## config.mk

```make
export PLATFORM = sky130hd
export DESIGN_NAME = rwl_queue
export DESIGN_NICKNAME = d
export VERILOG_FILES = /design/src/rtl/rwl_pkg.sv /design/src/rtl/rwl_queue.sv
export SDC_FILE = /design/constraint.sdc
export NUM_CORES = 1
export LEC_CHECK = 0
export ABC_AREA = 1
export ABC_CLOCK_PERIOD_IN_PS = 2170
export BUFFER_PORTS_ARGS = -buffer_cell sky130_fd_sc_hd__buf_2
export CORE_MARGIN = 1
export CORE_UTILIZATION = 50
export CTS_CLUSTER_DIAMETER = 100
export DETAILED_ROUTE_END_ITERATION = 6
export PLACE_DENSITY_LB_ADDON = 0.2
export SYNTH_ARGS = -nofsm -noshare
export SYNTH_HDL_FRONTEND = slang
export SYNTH_SLANG_ARGS = --single-unit
```

## constraint.sdc

```tcl
create_clock -name clk -period 2.17 [get_ports clk]
set_clock_uncertainty 0.15 [all_clocks]
set_input_delay 0.3255 -clock clk [delete_from_list [all_inputs] [get_ports clk]]
set_output_delay 0.3255 -clock clk [all_outputs]
set_load 0.03 [all_outputs]
```

## src/rtl/rwl_pkg.sv

```systemverilog
`timescale 1ns / 1ps

package rwl_pkg;

	// fixed widths of the channel fields
	localparam int IDX_W     = 10;
	localparam int CMD_W     = 2;
	localparam int GRANT_W   = 2;
	localparam int OUT_CNT_W = 16;

	typedef enum logic [CMD_W-1:0] {
		CMD_W_ACQ = 2'd0,
		CMD_R_ACQ = 2'd1,
		CMD_W_REL = 2'd2,
		CMD_R_REL = 2'd3
	} cmd_t;

	typedef enum logic [GRANT_W-1:0] {
		GRANT_NONE  = 2'd0,
		GRANT_ONE_W = 2'd1,
		GRANT_ALL_R = 2'd2
	} grant_t;

	// classified command as it waits between front and back
	typedef struct packed {
		cmd_t             cmd;
		logic             in_range;
		logic [IDX_W-1:0] idx;
	} cmd_item_t;

endpackage

```

## src/rtl/rwl_queue.sv

```systemverilog
`timescale 1ns / 1ps

module rwl_queue import rwl_pkg::*; (
	input  logic      clk,
	input  logic      arst_n,
	input  logic      push_valid,
	output logic      push_ready,
	input  cmd_item_t push_item,
	output logic      pop_valid,
	input  logic      pop_ready,
	output cmd_item_t pop_item
);

	cmd_item_t  slot_q [2];
	logic       wr_ptr_q;
	logic       rd_ptr_q;
	logic [1:0] count_q;
	logic       do_push;
	logic       do_pop;

	assign push_ready = (count_q != 2'd2);
	assign pop_valid  = (count_q != 2'd0);
	assign pop_item   = slot_q[rd_ptr_q];
	assign do_push    = push_valid && push_ready;
	assign do_pop     = pop_valid && pop_ready;

	// store entries
	always_ff @(posedge clk) begin
		if (do_push) begin
			slot_q[wr_ptr_q] <= push_item;
		end
	end

	// advance pointers and fill level
	always_ff @(posedge clk or negedge arst_n) begin
		if (!arst_n) begin
			wr_ptr_q <= 1'b0;
			rd_ptr_q <= 1'b0;
			count_q  <= 2'd0;
		end else begin
			if (do_push) begin
				wr_ptr_q <= ~wr_ptr_q;
			end
			if (do_pop) begin
				rd_ptr_q <= ~rd_ptr_q;
			end
			if (do_push && !do_pop) begin
				count_q <= count_q + 2'd1;
			end else if (do_pop && !do_push) begin
				count_q <= count_q - 2'd1;
			end
		end
	end

endmodule

```

### Word-level counts from Yosys, hierarchy flattened

Memories as Yosys holds them, arrays and structs flattened.
Index checks and enable logic that the tools add are counted.

| operators by class | value |
|---|---|
| add/sub/neg operators | 2 |
| equality and inequality tests | 1 |
| mux-type cells | 4 |
| bitwise operators | 2 |
| reductions and logical operators | 8 |

Operator list:

| cell | count |
|---|---|
| logical AND 1 bit | 4 |
| two-way mux 2 bit | 2 |
| nonzero test 2 bit | 2 |
| adder 2 x 1 -> 2 bit (second input constant) | 1 |
| zero test 1 bit | 2 |
| two-way mux 1 bit | 2 |
| inequality test 2 bit (second input constant) | 1 |
| inverter 1 bit | 2 |
| subtractor 2 x 1 -> 2 bit (second input constant) | 1 |

| word-level totals | value |
|---|---|
| register bits | 4 |
| memory bits (writable) | 26 |
| input bits | 17 |
| output and inout port bits | 15 |
| logic and storage cells | 21 |
| memories | 1 |

Memories:

| name | words | width | rd ports | clocked after memory_dff | write ports | line | source |
|---|---|---|---|---|---|---|---|
| slot_q | 2 | 13 | 1 | 0 | 1 | rwl_queue.sv:14 | `cmd_item_t slot_q [2];` |

### Longest topological paths before layout

| logic depth | value |
|---|---|
| depth after elaboration | 6 |
| gate-level depth with buffers | 10 |
| depth with buffers taken out | 10 |

### Worst setup path before layout

No wires, ideal clock.

| path | value |
|---|---|
| path type | register to register |
| start point | reg count_q[0] |
| end point | mem slot_q[1][0] (netlist name), enable pin |
| setup time | 382 ps |
| arrival | 1,381 ps |
| required time | 1,638 ps |
| path slack | 256 ps |
| stages on the path, launching flop included | 5 |
| period minus slack after synthesis | 1,914 ps |
| cell sequence | dfrtp_1 -> inv_2 -> nand2_1 -> nand2_2 -> nor2_1 |

| between the ends | value |
|---|---|
| cells in the longest elaborated chain, start to end | 4 |

RTL lines:

| what | line | source |
|---|---|---|
| start: declaration | rwl_queue.sv:17 | `logic [1:0] count_q;` |
| start signal: assignment | rwl_queue.sv:48 | `count_q <= count_q + 2'd1;` |
| start signal: assignment | rwl_queue.sv:50 | `count_q <= count_q - 2'd1;` |
| inequality test 2 bit | rwl_queue.sv:21 | `assign push_ready = (count_q != 2'd2);` |
| via push_ready | rwl_queue.sv:7 | `output logic push_ready,` |
| logical AND 1 bit | rwl_queue.sv:24 | `assign do_push = push_valid && push_ready;` |
| two-way mux 1 bit | rwl_queue.sv:29 | `if (do_push) begin` |
| two-way mux 1 bit (implied by the code) | rwl_queue.sv:30 | `slot_q[wr_ptr_q] <= push_item;` |
| end: declaration | rwl_queue.sv:14 |  |

The timed path passes the listed nets, and every way through them passes these cells.

==> run summary <==
In this run the horizontal extent of the chip is 50.3 µm. The number of endpoints with negative hold slack in the final report is 0. The biggest area consumer among synthesized cells is sky130_fd_sc_hd__edfxtp_1. The flow ran to the end, and the final reports show no timing, DRC or antenna violations. The cell area after placement came out at 1360 µm². STA classifies the critical path startpoint as a flip-flop. The fraction of the yosys area taken by sequential cells came out at 75.5%.

The number of ports placed on the die boundary is 32. The number of library cell types mapped by synthesis came out at 14. For this design the ratio of total power to cell area is 1490 nW/µm². The slack of the critical path is 0.297 ns. Synthesis produced 96 cells.

The post-CTS setup repair buffer count came out at 0. The final clock period utilization by the worst path is 86.3%. The final route contains 773 vias. The number of antenna violations at the first check in global routing was 0. Detailed placement ended at an HPWL of 1.32 mm. The arrival time reported for the critical path endpoint came out at 1.40 ns.

The class of the tightest hold or removal check is in2reg. The fraction of post-synthesis cell area in the top cell type by area came out at 67.0%. The highest achievable clock rate is 534 MHz. Walking the worst path, the cells encountered are inv_2 > nand2_1 > nand2_1 > buf_2. The area of the die came out at 2530 µm².

The total count of max-transition violations in the final report came out at 0. Relative to the synthesized area, the layout overhead comes to 24.1%. The final-stage net count came out at 154. Averaged over all synthesized cells, the footprint is 12.1 µm². For the pin with the worst max-slew slack, the measured transition is 0.278 ns. The buffer cell driving the clock tree root is sky130_fd_sc_hd__clkbuf_4.

The count of buffers added on input and output ports is 31. The row count came out at 17. The max-cap violation count came out at 0. The iteration-0 DRC count of the detailed router came out at 8. The critical path class is reg2out.

The count of nets left with antenna violations once routing finished came out at 0. The post-layout instance area is 1450 µm². At the placement stage, the worst setup path has a slack of 0.625 ns. The largest stage delay on the critical path is 0.49 ns. After detailed routing, the number of vias per cell comes to 4.68. For this design, the sink count on the clock tree is 30.

Yosys printed 0 warnings. The finished layout holds 165 standard cells, fillers aside. The largest fanout on the critical path is 14. The filler cells instantiated in the layout total 177.

The critical path data required time came out at 1.69 ns. TritonCTS built the clock tree. The number of nets in the synthesized netlist is 114. The most frequent cell on the critical path is sky130_fd_sc_hd__nand2_1. The final global-route overflow total came out at 0. The worst-case vdd ir drop is 0.00100 V.

The reported leakage power came out at 0.675 nW. The clock-pin transition on the worst setup and hold timing paths came out at 0.09 ns. The average wire length per cell after detail routing came out at 11.1 µm. The endpoint type of the worst setup path is an output pin.

In the final timing run, aggregate negative setup slack is 0 ns. Setup repair after global routing left no endpoint under its margin. The longest clock path from root to sink contains 2 buffers. On the critical path, the stage with the largest delay is an instance of sky130_fd_sc_hd__dfrtp_1.

The post-route minimum period is 1.87 ns. The initial core utilization came out at 52.7%. The wire length after detailed routing came out at 1.83 mm. The floorplan die height is 50.3 µm. The via count of the first global-routing pass is 783.

The core outline area came out at 2210 µm². Sorting the synthesized cells by area gives the leading types as sky130_fd_sc_hd__edfxtp_1 (67%), sky130_fd_sc_hd__nand2_1 (15%), sky130_fd_sc_hd__dfrtp_1 (8.6%). The share of layout cells above drive strength 1 is 32.8%.

At the later pin of the worst-skew pair, clock insertion delay measures 0.30 ns. Setup violations remaining at the end of the flow were counted as 0. The detailed-route DRC error count is 0. The H-tree was split into 2 levels. Routability-driven placement finished with a final weighted congestion of 0.642. In this run the cell area of the synthesized design comes to 1170 µm². The number of search-and-repair iterations in the first detailed-routing pass is 3. Entering global routing, the biggest net connects 15 pins. The number of buffers created by CTS is 5. The overall routing resource usage is 17.8%. The first-pass GRT wire length came out at 3.12 mm.

The remaining max-slew budget at the tightest pin came out at 81.4%. The count of inserted antenna diode cells is 0. Including well taps, the total number of placed cells is 156. The number of synthesized register bits is 30.
state kept, by name (all words and copies together), names as in the netlist:
| register | cells |
|---|---|
| slot_q | 26 |
| count_q | 2 |
| rd_ptr_q | 1 |
| wr_ptr_q | 1 |
layout make-up:
class	count	area [µm²]	share of cell area, %
Clock buffer	5	37.5	2.59
Clock inverter	3	40.0	2.77
Inverter	7	26.3	1.82
Multi-Input combinational cell	57	240	16.6
Sequential cell	30	881	60.8
Tap cell	28	35.0	2.42
Timing Repair Buffer	35	188	13.0
path summary, 6_finish.rpt:
path	start	endpoint	slack, ns	cells past startpoint
setup / recovery	rd_ptr_q$_DFFE_PN0P_	pop_item[4]	0.30	4
hold / removal	push_item[7]	slot_q[0][7]$_DFFE_PP_	0.05	1
setup reg to reg	count_q[0]$_DFFE_PN0P_	count_q[1]$_DFFE_PN0P_	0.64	9
hold reg to reg	count_q[1]$_DFFE_PN0P_	count_q[1]$_DFFE_PN0P_	0.37	2
max in group asynchronous	arst_n	count_q[0]$_DFFE_PN0P_	1.54	2
min in group asynchronous	arst_n	rd_ptr_q$_DFFE_PN0P_	0.20	2
kinds of logic (layout without fill, tap and decap cells):
kind of cell | after synthesis | in the layout | synth area share [%]
xor+xnor | 2 | 2 | 1.50
fa+ha+maj | 1 | 1 | 1.07
buf+inv | 9 | 50 | 3.86
flops | 30 | 30 | 75.5
simple gates | 54 | 54 | 18.0
synth_stat cells (all sizes together):
| library cell | count |
|---|---|
| dfrtp | 4 |
| nor2 | 2 |
| buf | 2 |
| nand3 | 2 |
| nand2 | 49 |
| nand4 | 1 |
| xor2 | 1 |
| inv | 7 |
| edfxtp | 26 |
| ha | 1 |
| xnor2 | 1 |
worst max-delay path, delay by kind of cell, from the launching register on:
| family | cells | cell delay [ns] |
|---|---|---|
| flops | 1 | 0.49 |
| buf+inv | 2 | 0.44 |
| simple gates | 2 | 0.16 |
what timing repair did:
action                                  4_1_cts  5_1_grt
resized for setup                             0        0
hold buffers                                  1        0
endpoints found under the setup margin        0        0
endpoints found under the hold margin         4        0
layer usage:
metal	up-vias	part of all wire (%)	GRT usage [%]
met1	350	40	19.1
met4	0	2.1	11.6
met2	24	53	30.0
met5	-	0	0
met3	4	4.7	5.45
li1	395	-	-
cells in the final DEF (no fill, tap or decap):
| cell type | instances |
|---|---|
| sky130_fd_sc_hd__nand2_2 | 1 |
| sky130_fd_sc_hd__dfrtp_1 | 4 |
| sky130_fd_sc_hd__nand4_1 | 1 |
| sky130_fd_sc_hd__ha_1 | 1 |
| sky130_fd_sc_hd__inv_2 | 2 |
| sky130_fd_sc_hd__inv_1 | 5 |
| sky130_fd_sc_hd__clkinv_2 | 2 |
| sky130_fd_sc_hd__bufinv_16 | 1 |
| sky130_fd_sc_hd__nand3_1 | 2 |
| sky130_fd_sc_hd__edfxtp_1 | 26 |
| sky130_fd_sc_hd__nor2_1 | 2 |
| sky130_fd_sc_hd__dlygate4sd3_1 | 1 |
| sky130_fd_sc_hd__xnor2_1 | 1 |
| sky130_fd_sc_hd__xor2_1 | 1 |
| sky130_fd_sc_hd__clkbuf_4 | 5 |
| sky130_fd_sc_hd__buf_4 | 3 |
| sky130_fd_sc_hd__nand2_1 | 48 |
| sky130_fd_sc_hd__buf_2 | 31 |
power by group:
part | switching [W] | internal, W | total, W
clock | 0.000170 | 0.000239 | 0.000409
combinational | 0.000628 | 0.000253 | 0.000881
sequential | 0.0000700 | 0.000797 | 0.000867
total | 0.000868 | 0.00129 | 0.00216
metrics by stage:
step	hold WS [ns]	util [%]	power, W
2_1_floorplan	-0.120	-	0.00153
3_3_place_gp	-0.0114	61.5	0.00175
3_5_place_dp	-0.0152	61.5	0.00177
4_1_cts	0.0372	65.4	0.00219
5_1_grt	0.0310	65.4	0.00231
6_report	0.0534	65.4	0.00216
No activity file was read; power rests on OpenSTA's default activity.
